**src/design/atcp_pkg.sv**
```systemverilog
package atcp_pkg;

  localparam int unsigned BYTE_W     = 8;
  localparam int unsigned CFG_IDX_W  = 1;

  // Configuration register indexes
  localparam logic [CFG_IDX_W-1:0] CFG_MAX_FRAME_LEN = 1'd0;
  localparam logic [CFG_IDX_W-1:0] CFG_MAX_CMD_LEN   = 1'd1;

  localparam logic [BYTE_W-1:0] MAX_FRAME_LEN_RST = 8'd250;
  localparam logic [BYTE_W-1:0] MAX_CMD_LEN_RST   = 8'd10;

  // Characters
  localparam logic [BYTE_W-1:0] CH_A     = 8'h41;
  localparam logic [BYTE_W-1:0] CH_T     = 8'h54;
  localparam logic [BYTE_W-1:0] CH_CR    = 8'h0D;
  localparam logic [BYTE_W-1:0] CH_LF    = 8'h0A;
  localparam logic [BYTE_W-1:0] CH_NUL   = 8'h00;
  localparam logic [BYTE_W-1:0] CH_PLUS  = 8'h2B;
  localparam logic [BYTE_W-1:0] CH_EQ    = 8'h3D;
  localparam logic [BYTE_W-1:0] CH_QMARK = 8'h3F;

  localparam logic [BYTE_W-1:0] FRAME_LEN_MAX = 8'd255;
  localparam logic [BYTE_W-1:0] AT_LEN        = 8'd2;

  typedef enum logic [1:0] {
    KIND_NAME = 2'd0,
    KIND_ARG  = 2'd1,
    KIND_END  = 2'd2
  } kind_t;

  typedef enum logic [1:0] {
    TYPE_EXEC  = 2'd0,
    TYPE_QUERY = 2'd1,
    TYPE_SET   = 2'd2,
    TYPE_TEST  = 2'd3
  } cmd_type_t;

  typedef enum logic [1:0] {
    ST_OK    = 2'd0,
    ST_BAD   = 2'd1,
    ST_NLNUL = 2'd2,
    ST_OVF   = 2'd3
  } status_t;

  typedef enum logic [6:0] {
    PH_PLUS = 7'b0000001,
    PH_NAME = 7'b0000010,
    PH_EQ   = 7'b0000100,
    PH_EQQ  = 7'b0001000,
    PH_Q    = 7'b0010000,
    PH_ARGS = 7'b0100000,
    PH_DROP = 7'b1000000
  } phase_t;

  typedef struct packed {
    logic [BYTE_W-1:0] max_frame_len;
    logic [BYTE_W-1:0] max_cmd_len;
  } cfg_t;

  typedef struct packed {
    kind_t             item_kind;
    logic [BYTE_W-1:0] char_value;
    cmd_type_t         command_type;
    status_t           status;
    logic [BYTE_W-1:0] frame_length;
  } result_t;

endpackage

```
**src/design/atcp_if.sv**
```systemverilog
interface atcp_in_if;
  logic       valid;
  logic       ready;
  logic [7:0] rx_byte;

  modport source (output valid, output rx_byte, input ready);
  modport sink   (input valid, input rx_byte, output ready);
endinterface

interface atcp_out_if;
  logic       valid;
  logic       ready;
  logic [1:0] item_kind;
  logic [7:0] char_value;
  logic [1:0] command_type;
  logic [1:0] status;
  logic [7:0] frame_length;

  modport source (output valid, output item_kind, output char_value, output command_type,
                  output status, output frame_length, input ready);
  modport sink   (input valid, input item_kind, input char_value, input command_type,
                  input status, input frame_length, output ready);
endinterface

```
**src/design/atcp_parser.sv**
```systemverilog
module atcp_parser import atcp_pkg::*; (
  input  logic              clk,
  input  logic              rst_n,
  input  cfg_t              cfg,
  input  logic              byte_valid,
  input  logic [BYTE_W-1:0] byte_data,
  output logic              byte_ready,
  output logic              res_valid,
  output result_t           res_data,
  input  logic              res_ready
);

  logic              byte_v_r;
  logic [BYTE_W-1:0] byte_r;
  logic              step;

  logic              active_r,   active_nxt;
  logic [BYTE_W-1:0] prev_r,     prev_nxt;
  logic [BYTE_W-1:0] cnt_r,      cnt_nxt;
  phase_t            phase_r,    phase_nxt;
  logic [BYTE_W-1:0] name_cnt_r, name_cnt_nxt;
  status_t           pstat_r,    pstat_nxt;
  cmd_type_t         ptype_r,    ptype_nxt;

  logic [BYTE_W-1:0] cnt_inc;
  logic              end_frame;
  status_t           end_status;
  cmd_type_t         end_type;

  assign step       = byte_v_r && res_ready;
  assign byte_ready = !byte_v_r || step;

  // Input register
  always_ff @(posedge clk) begin
    if (!rst_n) begin
      byte_v_r <= 1'b0;
    end else if (byte_ready) begin
      byte_v_r <= byte_valid;
    end
  end

  always_ff @(posedge clk) begin
    if (byte_ready && byte_valid) begin
      byte_r <= byte_data;
    end
  end

  assign cnt_inc = (cnt_r == FRAME_LEN_MAX) ? cnt_r : cnt_r + 8'd1;

  always_comb begin
    active_nxt   = active_r;
    prev_nxt     = prev_r;
    cnt_nxt      = cnt_r;
    phase_nxt    = phase_r;
    name_cnt_nxt = name_cnt_r;
    pstat_nxt    = pstat_r;
    ptype_nxt    = ptype_r;
    res_valid    = 1'b0;
    res_data     = '0;
    end_frame    = 1'b0;
    end_status   = ST_OK;
    end_type     = ptype_r;

    if (step) begin
      prev_nxt = byte_r;
      if (!active_r) begin
        if (prev_r == CH_A && byte_r == CH_T) begin
          active_nxt   = 1'b1;
          cnt_nxt      = AT_LEN;
          phase_nxt    = PH_PLUS;
          name_cnt_nxt = '0;
          pstat_nxt    = ST_OK;
          ptype_nxt    = TYPE_EXEC;
        end
      end else begin
        cnt_nxt = cnt_inc;
        if (byte_r == CH_CR) begin
          end_frame  = 1'b1;
          end_status = pstat_r;
          unique case (phase_r)
            PH_NAME: end_type = TYPE_EXEC;
            PH_Q:    end_type = TYPE_QUERY;
            PH_EQQ:  end_type = TYPE_TEST;
            PH_ARGS: end_type = TYPE_SET;
            default: end_status = ST_BAD;
          endcase
        end else if (byte_r == CH_LF || byte_r == CH_NUL) begin
          end_frame  = 1'b1;
          end_status = ST_NLNUL;
        end else if (cnt_inc >= cfg.max_frame_len) begin
          end_frame  = 1'b1;
          end_status = ST_OVF;
        end else begin
          unique case (phase_r)
            PH_PLUS: begin
              if (byte_r == CH_PLUS) begin
                phase_nxt = PH_NAME;
              end else begin
                phase_nxt = PH_DROP;
                pstat_nxt = ST_BAD;
              end
            end
            PH_NAME: begin
              if (byte_r == CH_EQ) begin
                phase_nxt = PH_EQ;
              end else if (byte_r == CH_QMARK) begin
                phase_nxt = PH_Q;
              end else if (name_cnt_r >= cfg.max_cmd_len) begin
                phase_nxt = PH_DROP;
                pstat_nxt = ST_BAD;
              end else begin
                name_cnt_nxt        = name_cnt_r + 8'd1;
                res_valid           = 1'b1;
                res_data.item_kind  = KIND_NAME;
                res_data.char_value = byte_r;
              end
            end
            PH_EQ: begin
              if (byte_r == CH_QMARK) begin
                phase_nxt = PH_EQQ;
              end else begin
                ptype_nxt           = TYPE_SET;
                phase_nxt           = PH_ARGS;
                res_valid           = 1'b1;
                res_data.item_kind  = KIND_ARG;
                res_data.char_value = byte_r;
              end
            end
            PH_ARGS: begin
              res_valid           = 1'b1;
              res_data.item_kind  = KIND_ARG;
              res_data.char_value = byte_r;
            end
            PH_EQQ, PH_Q: begin
              phase_nxt = PH_DROP;
              pstat_nxt = ST_BAD;
            end
            default: begin
              phase_nxt = phase_r;
            end
          endcase
        end

        if (end_frame) begin
          res_valid             = 1'b1;
          res_data.item_kind    = KIND_END;
          res_data.status       = end_status;
          res_data.command_type = (end_status == ST_OK) ? end_type : TYPE_EXEC;
          res_data.frame_length = cnt_inc;
          active_nxt   = 1'b0;
          cnt_nxt      = '0;
          phase_nxt    = PH_PLUS;
          name_cnt_nxt = '0;
          pstat_nxt    = ST_OK;
          ptype_nxt    = TYPE_EXEC;
        end
      end
    end
  end

  always_ff @(posedge clk) begin
    if (!rst_n) begin
      active_r   <= 1'b0;
      prev_r     <= '0;
      cnt_r      <= '0;
      phase_r    <= PH_PLUS;
      name_cnt_r <= '0;
      pstat_r    <= ST_OK;
      ptype_r    <= TYPE_EXEC;
    end else begin
      active_r   <= active_nxt;
      prev_r     <= prev_nxt;
      cnt_r      <= cnt_nxt;
      phase_r    <= phase_nxt;
      name_cnt_r <= name_cnt_nxt;
      pstat_r    <= pstat_nxt;
      ptype_r    <= ptype_nxt;
    end
  end

endmodule

```
**src/design/atcp_out_reg.sv**
```systemverilog
module atcp_out_reg import atcp_pkg::*; (
  input  logic    clk,
  input  logic    rst_n,
  input  logic    push_valid,
  input  result_t push_data,
  output logic    push_ready,
  output logic    out_valid,
  output result_t out_data,
  input  logic    out_ready
);

  logic    main_v_r;
  result_t main_r;
  logic    skid_v_r;
  result_t skid_r;

  assign push_ready = !skid_v_r;
  assign out_valid  = main_v_r;
  assign out_data   = main_r;

  always_ff @(posedge clk) begin
    if (!rst_n) begin
      main_v_r <= 1'b0;
      skid_v_r <= 1'b0;
    end else if (!main_v_r || out_ready) begin
      if (skid_v_r) begin
        main_v_r <= 1'b1;
        skid_v_r <= 1'b0;
      end else begin
        main_v_r <= push_valid;
      end
    end else if (push_valid && !skid_v_r) begin
      skid_v_r <= 1'b1;
    end
  end

  always_ff @(posedge clk) begin
    if (!main_v_r || out_ready) begin
      main_r <= skid_v_r ? skid_r : push_data;
    end else if (push_valid && !skid_v_r) begin
      skid_r <= push_data;
    end
  end

endmodule

```
**src/design/at_command_stream_parser_core.sv**
```systemverilog
// AT command stream parser. Feed received bytes on in_rx, one byte per
// transfer; the block hunts for "AT" (the pair may span transfers and may start
// with the last byte of the previous frame), then frames the command up to the
// carriage return. Command-name characters (kind 0) and set-command argument
// characters (kind 1) stream out on out_res as they arrive; one end report
// (kind 2) closes every frame with command type, status and frame length.
// On a status other than ok, discard the characters already taken for that
// frame. Throughput is one byte per clock while out_res is ready: a byte passes
// an input register, the compare/counter logic of the parser, and a two-entry
// output register (main plus skid), whose main entry drives out_res. The
// configuration registers (index 0 max_frame_len, reset 250; index 1
// max_cmd_len, reset 10) are written through cfg_we / cfg_index / cfg_wdata
// and must only change while the block is idle.
module at_command_stream_parser_core import atcp_pkg::*; (
  input  logic                 clk,
  input  logic                 rst_n,
  atcp_in_if.sink              in_rx,
  atcp_out_if.source           out_res,
  input  logic                 cfg_we,
  input  logic [CFG_IDX_W-1:0] cfg_index,
  input  logic [BYTE_W-1:0]    cfg_wdata
);

  cfg_t    cfg_r;
  logic    res_valid;
  result_t res_data;
  logic    res_ready;
  logic    out_valid;
  result_t out_data;

  // Configuration registers: write by index, no read-back
  always_ff @(posedge clk) begin
    if (!rst_n) begin
      cfg_r.max_frame_len <= MAX_FRAME_LEN_RST;
      cfg_r.max_cmd_len   <= MAX_CMD_LEN_RST;
    end else if (cfg_we) begin
      unique case (cfg_index)
        CFG_MAX_FRAME_LEN: cfg_r.max_frame_len <= cfg_wdata;
        CFG_MAX_CMD_LEN:   cfg_r.max_cmd_len   <= cfg_wdata;
        default:           cfg_r <= cfg_r;
      endcase
    end
  end

  // Hold the byte in the input register and advance the frame state
  atcp_parser u_parser (
    .clk        (clk),
    .rst_n      (rst_n),
    .cfg        (cfg_r),
    .byte_valid (in_rx.valid),
    .byte_data  (in_rx.rx_byte),
    .byte_ready (in_rx.ready),
    .res_valid  (res_valid),
    .res_data   (res_data),
    .res_ready  (res_ready)
  );

  // Result register with skid entry so a stalled consumer never drops a transfer
  atcp_out_reg u_out_reg (
    .clk        (clk),
    .rst_n      (rst_n),
    .push_valid (res_valid),
    .push_data  (res_data),
    .push_ready (res_ready),
    .out_valid  (out_valid),
    .out_data   (out_data),
    .out_ready  (out_res.ready)
  );

  assign out_res.valid        = out_valid;
  assign out_res.item_kind    = out_data.item_kind;
  assign out_res.char_value   = out_data.char_value;
  assign out_res.command_type = out_data.command_type;
  assign out_res.status       = out_data.status;
  assign out_res.frame_length = out_data.frame_length;

endmodule
```
**src/flat_wrapper.sv**
```systemverilog
// flat-port wrapper written by rule: the top's interface ports become plain ports
module at_command_stream_parser_core_flat import atcp_pkg::*;
  (clk, rst_n, cfg_we, cfg_index, cfg_wdata, in_rx_valid, in_rx_rx_byte, in_rx_ready, out_res_valid, out_res_item_kind, out_res_char_value, out_res_command_type, out_res_status, out_res_frame_length, out_res_ready);
  atcp_in_if in_rx_i ();
  atcp_out_if out_res_i ();
  input  logic clk;
  input  logic rst_n;
  input  logic cfg_we;
  input  logic [CFG_IDX_W-1:0] cfg_index;
  input  logic [BYTE_W-1:0] cfg_wdata;
  input wire logic [$bits(in_rx_i.valid)-1:0] in_rx_valid;
  input wire logic [$bits(in_rx_i.rx_byte)-1:0] in_rx_rx_byte;
  output wire logic [$bits(in_rx_i.ready)-1:0] in_rx_ready;
  output wire logic [$bits(out_res_i.valid)-1:0] out_res_valid;
  output wire logic [$bits(out_res_i.item_kind)-1:0] out_res_item_kind;
  output wire logic [$bits(out_res_i.char_value)-1:0] out_res_char_value;
  output wire logic [$bits(out_res_i.command_type)-1:0] out_res_command_type;
  output wire logic [$bits(out_res_i.status)-1:0] out_res_status;
  output wire logic [$bits(out_res_i.frame_length)-1:0] out_res_frame_length;
  input wire logic [$bits(out_res_i.ready)-1:0] out_res_ready;
  assign in_rx_i.valid = in_rx_valid;
  assign in_rx_i.rx_byte = in_rx_rx_byte;
  assign in_rx_ready = in_rx_i.ready;
  assign out_res_valid = out_res_i.valid;
  assign out_res_item_kind = out_res_i.item_kind;
  assign out_res_char_value = out_res_i.char_value;
  assign out_res_command_type = out_res_i.command_type;
  assign out_res_status = out_res_i.status;
  assign out_res_frame_length = out_res_i.frame_length;
  assign out_res_i.ready = out_res_ready;
  at_command_stream_parser_core u_core (.clk(clk), .rst_n(rst_n), .in_rx(in_rx_i), .out_res(out_res_i), .cfg_we(cfg_we), .cfg_index(cfg_index), .cfg_wdata(cfg_wdata));
endmodule
```
**config.mk**
```make
export PLATFORM = sky130hd
export DESIGN_NAME = at_command_stream_parser_core_flat
export DESIGN_NICKNAME = d
export VERILOG_FILES = /design/src/design/atcp_pkg.sv /design/src/design/atcp_if.sv /design/src/design/atcp_parser.sv /design/src/design/atcp_out_reg.sv /design/src/design/at_command_stream_parser_core.sv /design/src/flat_wrapper.sv
export SDC_FILE = /design/constraint.sdc
export NUM_CORES = 1
export LEC_CHECK = 0
export BUFFER_PORTS_ARGS = -buffer_cell sky130_fd_sc_hd__buf_2
export CORE_UTILIZATION = 60
export DETAILED_ROUTE_END_ITERATION = 8
export PLACE_DENSITY = 0.78
export SLEW_MARGIN = 30
export SYNTH_ARGS = -nofsm -noshare
export SYNTH_HDL_FRONTEND = slang
export SYNTH_HIERARCHICAL = 1
export SYNTH_SLANG_ARGS = --single-unit
export TNS_END_PERCENT = 10
```
**constraint.sdc**
```tcl
create_clock -name clk -period 15.2 [get_ports clk]
set_input_delay 1.52 -clock clk [delete_from_list [all_inputs] [get_ports clk]]
set_output_delay 1.52 -clock clk [all_outputs]
set_load 0.005 [all_outputs]
```
==> results of run 1 <==
## worst max path at each step
| stage | startpoint | to | slack, ps | cells after the start |
|---|---|---|---|---|
| after floorplan | u_core/u_parser/cnt_r[0] | u_core/u_out_reg/skid_r[0] | 10210 | 13 |
| after global placement | u_core/u_parser/cnt_r[0] | u_core/u_out_reg/skid_r[2] | 11210 | 13 |
| after detailed placement | u_core/u_parser/cnt_r[0] | u_core/u_out_reg/skid_r[2] | 11010 | 13 |
| after CTS | u_core/u_parser/cnt_r[0] | u_core/u_out_reg/skid_r[5] | 10930 | 13 |
| after global routing | u_core/u_parser/cnt_r[0] | u_core/u_out_reg/skid_r[5] | 10570 | 13 |
| final | u_core/u_parser/cnt_r[0] | u_core/u_out_reg/skid_r[1] | 10920 | 13 |
## layout make-up
cell class / count / area [um2]
Clock buffer: 9 / 124
Clock inverter: 7 / 73.8
Fill cell: 633 / 2640
Inverter: 35 / 131
Multi-Input combinational cell: 344 / 2380
Sequential cell: 104 / 2600
Tap cell: 105 / 131
Timing Repair Buffer: 49 / 255
## routing by layer
layer  vias up  global-route usage (%)  wire, um
met2       135                    39.3      4750
met4         0                    7.84       155
met5         -                       0         0
met3        15                    3.51       553
li1       1926                       -         -
met1      1813                    33.6      4800
## flip-flops by register name (all words and copies together), names as in the netlist, 7 cells and up
| signal | flops |
|---|---|
| u_core/u_out_reg/out_data | 22 |
| u_core/u_parser/cnt_r | 8 |
| u_core/u_parser/byte_r | 8 |
| u_core/cfg_r | 16 |
| u_core/u_out_reg/skid_r | 22 |
| u_core/u_parser/phase_r | 7 |
| u_core/u_parser/name_cnt_r | 8 |
| u_core/u_parser/prev_r | 8 |
## kinds of logic after synthesis
logic type | count (synthesis) | share of synthesized area, %
AO/OA/AOI/OAI | 94 | 12.8
XOR/XNOR | 8 | 1.33
adder cells (fa/ha/maj) | 18 | 4.28
buffers and inverters | 60 | 5.42
flip-flops | 104 | 49.4
multiplexers | 29 | 7.25
AND/OR/NAND/NOR | 195 | 19.5
## layout by cell type, fill, tap and decap left out, drive strengths merged, types with 7 or more instances in the layout
cell,n
a21oi,25
and2,13
and3,9
buf,49
clkbuf,9
dfxtp,52
edfxtp,52
ha,18
inv,38
mux2,22
mux2i,7
nand2,50
nand3,17
nand4,9
nor2,38
nor3,12
nor4,8
o211ai,8
o21ai,16
## metrics by stage
step / power (uW) / area, um2 / hold slack, ps / utilization, % / setup WS, ps
6_report: 486 / 5700 / 463 / 68.3 / 10920
5_1_grt: 506 / 5700 / 481 / 68.3 / 10570
4_1_cts: 492 / 5700 / 463 / 68.3 / 10930
3_5_place_dp: 327 / 5500 / 448 / 66.0 / 11010
3_3_place_gp: 326 / 5500 / 442 / 66.0 / 11210
2_1_floorplan: 320 / 5260 / 432 / - / 10210
## power groups by stage
stage / clock [uW] / sequential, uW / combinational [uW]
after floorplan: 0 / 305 / 14.9
after global placement: 0 / 307 / 19.3
after detailed placement: 0 / 307 / 20.1
after CTS: 171 / 301 / 20.1
after global routing: 182 / 302 / 22.6
final: 166 / 301 / 20.1
## critical path, cell delays in order (launching register included)
cell      delay (ps)
dfxtp_1          450
ha_1             240
nand2_1          110
or3_1            460
xnor2_1          260
ha_1             270
nand2b_1         140
a211oi_1         290
o21ba_2          220
o21ai_2          220
a211oi_1         570
nand2b_1         220
nor3b_2          200
buf_4            310
==> impl_metrics.tcl, run 1 <==
set metrics [dict create \
    status "finished clean" \
    routedWlPerCell_um 15.7 \
    worst_pin_slew_ps 841 \
    tritoncts "yes" \
    swShare_pct 24.1 \
    synth_warnings 6 \
    antenna_found_initial 0 \
    cts_resized 0 \
    crit_path_end_kind "flop" \
    rrSetupSlack_ps 10920 \
    gp_congestion 0.921 \
    detail-route-antenna-nets 0 \
    fmax_ghz 0.234 \
    dieArea_mm2 0.00915 \
    track_usage_pct 24.3 \
    hpwl_um 7480 \
    initial_core_util_pct 63.1 \
    fin_nets 583 \
    grt_pass1_wl_um 17200 \
    start_kind "flop" \
    synth_top_cell_by_area "edfxtp_1" \
    maxCapViolCount 0 \
    final_layout_size_suffix_gt1_share_pct 18.8 \
    slew_headroom_pct 43.4 \
    min_path_type "reg -> reg" \
    netlist_area_mm2 0.00526 \
    min_to "u_core/u_parser/prev_r[5]" \
    setup_tns_ps 0 \
    path_clk_slew_ps 100 \
    insertedDiodeCount 0 \
    synth_cell_type_count 64 \
    postSynthAreaPerCell_um2 10.4 \
    layout.cells.non_filler 653 \
    drt_iter0_drc 268 \
    placed_cells 637 \
    hold_depth 2 \
    port_buffers 45 \
    drv_slew 0 \
    worst_clock_skew_ps 12.8 \
    io_pins 46 \
    yosys.area.top_type_share_pct 29.7 \
    yosys-top-cells-count "dfxtp_1, edfxtp_1, nand2_1" \
    synth_flop_cell "edfxtp_1" \
    reg2reg_depth 13 \
    grt_max_degree 44 \
    critical_path_required_ps 15240 \
    hold_buffers 0 \
    rsz0062_at_grt "no" \
    core_area_mm2 0.00834 \
    grt_pass1_vias 3601 \
    cp.arrival_ps 4320 \
    r2r_start "u_core/u_parser/cnt_r[0]" \
    postSynth.asyncResetShare_pct 0 \
    power.internal_uw 369 \
    hp-start "u_core/u_parser/prev_r[5]" \
    syn2layout_area_growth_pct 8.27 \
    die_h_um 95.7 \
    synthCells 508 \
    cts-buffers-inserted 9 \
    clock_latency_ps 360 \
    drt_wl_total_um 10300 \
    vias 3889 \
    drc 0 \
    syn_nets 548 \
    worstSetupPathType "reg -> reg" \
    die_w_um 95.7 \
    overflow 0 \
    p_seq_share_pct 61.8 \
    drtPass1Iterations 5 \
    r2r_end "u_core/u_out_reg/skid_r[1]" \
    p_comb_share_pct 4.1 \
    h-tree-depth 3 \
    cts.sinks 104 \
    row_count 33 \
    yosys-top-cells-area "edfxtp_1, dfxtp_1, mux2_4" \
    pwr-share-clk_pct 34.0 \
    critPathMaxFanout 22 \
    yosysSeqAreaShare_pct 49.4 \
    synth-seq-cells 104 \
    fin_crit_ps 4280 \
    cts_setup_buffers 0 \
    clock_path_buffers 2 \
    synth-edff-count 52 \
    ir_drop_mv 0.0529 \
    power_density_mw_per_mm2 85.4 \
    power.switching_uw 117 \
    hold_viol_final 0 \
    clockRootBuffer "clkbuf_8" \
    viasPerCell 5.96 \
    min_period_over_period_pct 28.1 \
    report.final.setup_viol 0 \
    p_leak_uw 0.00241 \
]
Power figures use the tool's default switching activity.
==> inputs of run 2 (changes only) <==
==> constraint.sdc (replaced) <==
create_clock -name clk -period 4.49 [get_ports clk]
set_input_delay 0.449 -clock clk [delete_from_list [all_inputs] [get_ports clk]]
set_output_delay 0.449 -clock clk [all_outputs]
set_load 0.005 [all_outputs]
==> run 2 against run 1 <==
Worst setup slack worse by 11000 ps. Die area did not move. Non-clock buffer count unchanged. Critical path type unchanged. Sequential cell count stayed put. Largest cell class unchanged. Total power increased to 3.5 times the previous value. Count of clock-buffer cells in the layout unchanged. Clock skew is 4.2 ps higher. Largest power group unchanged. Sequential power grew to 3.4 times the previous value. Cell area is 0.22% higher. Critical path depth stayed put.
==> impl_metrics.tcl, run 2 (same netlist as run 1, synthesis figures left out) <==
set metrics [dict create \
    status "finished clean" \
    grt_pass1_vias 3630 \
    reg2reg_depth 13 \
    maxCapViolCount 0 \
    swShare_pct 23.4 \
    drt_iter0_drc 279 \
    cts_setup_buffers 0 \
    worst-path-buf-inv 2 \
    routedWlPerCell_um 16.6 \
    gp_congestion 0.981 \
    h-tree-depth 3 \
    ir_drop_mv 0.195 \
    report.final.setup_viol 0 \
    tritoncts "yes" \
    syn2layout_area_growth_pct 8.51 \
    antenna_found_initial 0 \
    rrSetupSlack_ps 300 \
    multi_input_area_mm2 0.00238 \
    start_kind "flop" \
    dp_slack_ps 439 \
    final_layout_size_suffix_gt1_share_pct 19.0 \
    p_seq_share_pct 60.0 \
    die_w_um 95.7 \
    power.internal_uw 1300 \
    min_path_type "in -> reg" \
    clock_path_buffers 2 \
    regArea_mm2 0.00260 \
    worst_pin_slew_ps 749 \
    min_period_over_period_pct 93.3 \
    power_density_mw_per_mm2 297 \
    grt_max_degree 44 \
    pwr-share-clk_pct 36.0 \
    fin_nets 583 \
    port_buffers 45 \
    drtPass1Iterations 5 \
    clock_latency_ps 380 \
    overflow 0 \
    critPathMaxFanout 22 \
    crit_path_end_kind "flop" \
    grt_pass1_wl_um 17800 \
    max_stage_delay_ps 570 \
    hold_viol_final 0 \
    core_area_mm2 0.00834 \
    cp.arrival_ps 4240 \
    power.switching_uw 398 \
    drc 0 \
    p_leak_uw 0.00241 \
    critical_path_required_ps 4540 \
    fmax_ghz 0.239 \
    crit_start "u_core/u_parser/cnt_r[0]" \
    holdWs_ps 251 \
    fin_crit_ps 4190 \
    row_count 33 \
    cp_cell_sequence "ha_1 > nand2_1 > or3_1 > mux2i_1 > inv_1 > ha_1 > a211oi_1 > o21ba_2 > o21ai_2 > a211oi_1 > nand2b_1 > nor3b_2 > buf_4" \
    r2r_end "u_core/u_out_reg/skid_r[5]" \
    cp_slowest_cell "a211oi_1" \
    viasPerCell 6.06 \
    insertedDiodeCount 0 \
    rsz0062_at_grt "no" \
    critPathTopFamily "compound AO/OA/AOI/OAI gates" \
    setup_ws_ps 299 \
    io_pins 46 \
    hold_buffers 0 \
    drt_wl_total_um 10800 \
    setup_tns_ps 0 \
    fill_cells 638 \
    slew_headroom_pct 49.6 \
    p_comb_share_pct 4.0 \
    die_h_um 95.7 \
    r2r_start "u_core/u_parser/cnt_r[0]" \
    cts-buffers-inserted 9 \
    hpwl_um 7720 \
    initial_core_util_pct 63.1 \
    worst_clock_skew_ps 16.9 \
    worstSetupPathType "reg -> reg" \
    cts.sinks 104 \
    drv_slew 0 \
    detail-route-antenna-nets 0 \
    path_clk_slew_ps 100 \
    mostFrequentLayoutCells "dfxtp_1, edfxtp_1, nand2_1" \
    clockRootBuffer "clkbuf_8" \
    critPathCapture "u_core/u_out_reg/skid_r[5]" \
    path_depth 13 \
    dieArea_mm2 0.00915 \
    track_usage_pct 25.3 \
    cts_resized 0 \
    vias 3954 \
]
-- run 2: metal layers --
layer,global-route usage (%),up-vias,part of all wire [%]
met5,0,-,0
met4,7.21,0,1.2
met3,5.82,16,6.8
met2,40.5,149,48
met1,34.4,1870,44
li1,-,1919,-
-- run 2: area by class of cell --
cell class / count / share of cell area [%]
Timing Repair Buffer: 49 / 4.47
Clock inverter: 7 / 1.47
Sequential cell: 104 / 45.6
Tap cell: 105 / 2.30
Clock buffer: 9 / 2.17
Multi-Input combinational cell: 344 / 41.7
Inverter: 35 / 2.30
-- run 2: per-stage QoR --
| step | util, % | power [uW] | cells | instance area (um2) |
|---|---|---|---|---|
| after floorplan | - | 1080 | 508 | 5270 |
| after global placement | 66.0 | 1100 | 637 | 5500 |
| after detailed placement | 66.0 | 1110 | 637 | 5500 |
| after CTS | 68.5 | 1710 | 653 | 5710 |
| after global routing | 68.5 | 1770 | 653 | 5710 |
| final | 68.5 | 1700 | 653 | 5710 |
-- run 2: power groups by stage --
| stage | clock network, uW | logic, uW | registers [uW] |
|---|---|---|---|
| 4_1_cts | 624 | 68.2 | 1020 |
| 2_1_floorplan | 0 | 50.5 | 1030 |
| 5_1_grt | 669 | 77.5 | 1020 |
| 6_report | 612 | 68.1 | 1020 |
| 3_5_place_dp | 0 | 67.9 | 1040 |
| 3_3_place_gp | 0 | 65.9 | 1040 |
-- run 2: how the worst min path moves through the flow --
stage                                         start                        end  cells after the start
after floorplan           u_core/u_parser/prev_r[0]  u_core/u_parser/prev_r[0]                      2
after CTS                          in_rx_rx_byte[1]  u_core/u_parser/byte_r[1]                      1
after global routing               in_rx_rx_byte[4]  u_core/u_parser/byte_r[4]                      1
after global placement    u_core/u_parser/prev_r[0]  u_core/u_parser/prev_r[0]                      2
final                              in_rx_rx_byte[2]  u_core/u_parser/byte_r[2]                      1
after detailed placement  u_core/u_parser/prev_r[1]  u_core/u_parser/prev_r[1]                      2
==> inputs of run 3 (changes only) <==
==> constraint.sdc (replaced) <==
create_clock -name clk -period 4.6 [get_ports clk]
set_input_delay 0.46 -clock clk [delete_from_list [all_inputs] [get_ports clk]]
set_output_delay 0.46 -clock clk [all_outputs]
set_load 0.005 [all_outputs]
==> run 3 against run 2 <==
Worst setup slack gained 200 ps. Critical path type unchanged. Largest power group unchanged. Non-clock buffer count is the same. Final cell count is the same. Highest routed layer unchanged. Critical endpoint unchanged. Sequential cell count is the same.
==> impl_metrics.tcl, run 3 (same netlist as run 1, synthesis figures left out) <==
set metrics [dict create \
    port_buffers 45 \
    min_to "u_core/u_parser/byte_r[1]" \
    viasPerCell 6.02 \
    status "finished clean" \
    clockRootBuffer "clkbuf_8" \
    tritoncts "yes" \
    grt_pass1_wl_um 17600 \
    maxCapViolCount 0 \
    detail-route-antenna-nets 0 \
    grt_max_degree 44 \
    reg2reg_depth 13 \
    power.switching_uw 385 \
    initial_core_util_pct 63.1 \
    clock_path_buffers 2 \
    final_layout_size_suffix_gt1_share_pct 19.0 \
    worst_clock_skew_ps 14.1 \
    overflow 0 \
    die_w_um 95.7 \
    path_clk_slew_ps 110 \
    hold_depth 1 \
    setup_tns_ps 0 \
    power_density_mw_per_mm2 281 \
    drtPass1Iterations 5 \
    hp-start "in_rx_rx_byte[1]" \
    hold_viol_final 0 \
    start_kind "flop" \
    p_seq_share_pct 62.2 \
    fmax_ghz 0.244 \
    drc 0 \
    hold_buffers 0 \
    crit_path_end_kind "flop" \
    h-tree-depth 3 \
    slew_headroom_pct 48.7 \
    syn2layout_area_growth_pct 8.03 \
    insertedDiodeCount 0 \
    critPathTopFamily "compound AO/OA/AOI/OAI gates" \
    min_path_type "in -> reg" \
    vias 3931 \
    pwr-share-clk_pct 33.7 \
    worst-path-buf-inv 1 \
    core_area_mm2 0.00834 \
    critical_path_required_ps 4650 \
    rsz0062_at_grt "no" \
    placed_cells 637 \
    cp_cell_sequence "ha_1 > nand2_1 > or3_1 > xnor2_1 > ha_1 > nand2b_1 > a211oi_1 > o21ba_2 > o21ai_2 > a211oi_1 > nand2b_1 > nor3b_2 > buf_4" \
    critPathMaxFanout 22 \
    max_stage_delay_ps 540 \
    cts.sinks 104 \
    row_count 33 \
    power.internal_uw 1210 \
    cts_resized 0 \
    layout.cells.non_filler 653 \
    p_comb_share_pct 4.2 \
    gp_congestion 0.981 \
    cp.arrival_ps 4150 \
    cp_slowest_cell "a211oi_1" \
    io_pins 46 \
    ir_drop_mv 0.206 \
    worst_pin_slew_ps 762 \
    die_h_um 95.7 \
    r2r_start "u_core/u_parser/cnt_r[0]" \
    dieArea_mm2 0.00915 \
    drv_slew 0 \
    clock_latency_ps 370 \
    report.final.setup_viol 0 \
    worstSetupPathType "reg -> reg" \
    cts-buffers-inserted 9 \
    r2r_end "u_core/u_out_reg/skid_r[5]" \
    track_usage_pct 25.1 \
    routedWlPerCell_um 16.5 \
    rrSetupSlack_ps 500 \
    p_leak_uw 0.00240 \
    utilization_pct 68.2 \
    min_period_over_period_pct 89.2 \
    mostFrequentLayoutCells "dfxtp_1, edfxtp_1, nand2_1" \
    fin_nets 583 \
    drt_iter0_drc 253 \
    drt_wl_total_um 10800 \
    fin_crit_ps 4100 \
    fill_cells 651 \
    swShare_pct 24.1 \
    grt_pass1_vias 3636 \
    hpwl_um 7790 \
    cts_setup_buffers 0 \
    antenna_found_initial 0 \
]
==> run 3: cell count changes in the layout (fill, tap and decap cells not counted), sizes merged <==
cell and delta:
bufinv -1, clkinv +1
==> run 3: worst max-delay path by stage <==
stage | from | end | slack, ps | depth (start not counted)
3_3_place_gp | u_core/u_parser/cnt_r[0] | u_core/u_out_reg/skid_r[3] | 780 | 13
5_1_grt | u_core/u_parser/cnt_r[0] | u_core/u_out_reg/skid_r[5] | 180 | 13
2_1_floorplan | u_core/u_parser/cnt_r[0] | u_core/u_out_reg/skid_r[0] | 400 | 13
6_report | u_core/u_parser/cnt_r[0] | u_core/u_out_reg/skid_r[5] | 500 | 13
3_5_place_dp | u_core/u_parser/cnt_r[0] | u_core/u_out_reg/skid_r[13] | 520 | 13
4_1_cts | u_core/u_parser/cnt_r[0] | u_core/u_out_reg/skid_r[5] | 490 | 13
==> run 3: through the flow <==
stage / hold slack [ps] / instance area (um2) / setup slack, ps / total power (uW)
2_1_floorplan: 432 / 5270 / 397 / 1060
3_3_place_gp: 439 / 5500 / 776 / 1080
3_5_place_dp: 448 / 5500 / 525 / 1080
4_1_cts: 252 / 5690 / 487 / 1610
5_1_grt: 235 / 5690 / 180 / 1670
6_report: 264 / 5690 / 498 / 1600
==> run 3: power by group through the flow <==
stage               Combinational (uW)  Sequential [uW]  Clock (uW)
floorplan                         49.3             1010           0
global placement                  64.3             1010           0
detailed placement                66.2             1010           0
CTS                               66.6              993         552
global route                      75.2              996         595
finish                            66.5              994         538
==> run 3: per-layer routing <==
metal	vias up	GRT usage [%]	wire length, um
li1	1921	-	-
met1	1859	33.4	4940
met2	130	41.0	5160
met3	21	5.74	556
met4	0	6.84	136
met5	-	0	0
==> run 3: layout make-up <==
cell class	instances	area [um2]	area share [%]
sequential	104	2600	45.8
multi-input combinational	344	2380	41.9
timing repair buffer	49	255	4.49
inverter	35	131	2.31
tap	105	131	2.31
clock buffer	9	124	2.18
clock inverter	7	58.8	1.03
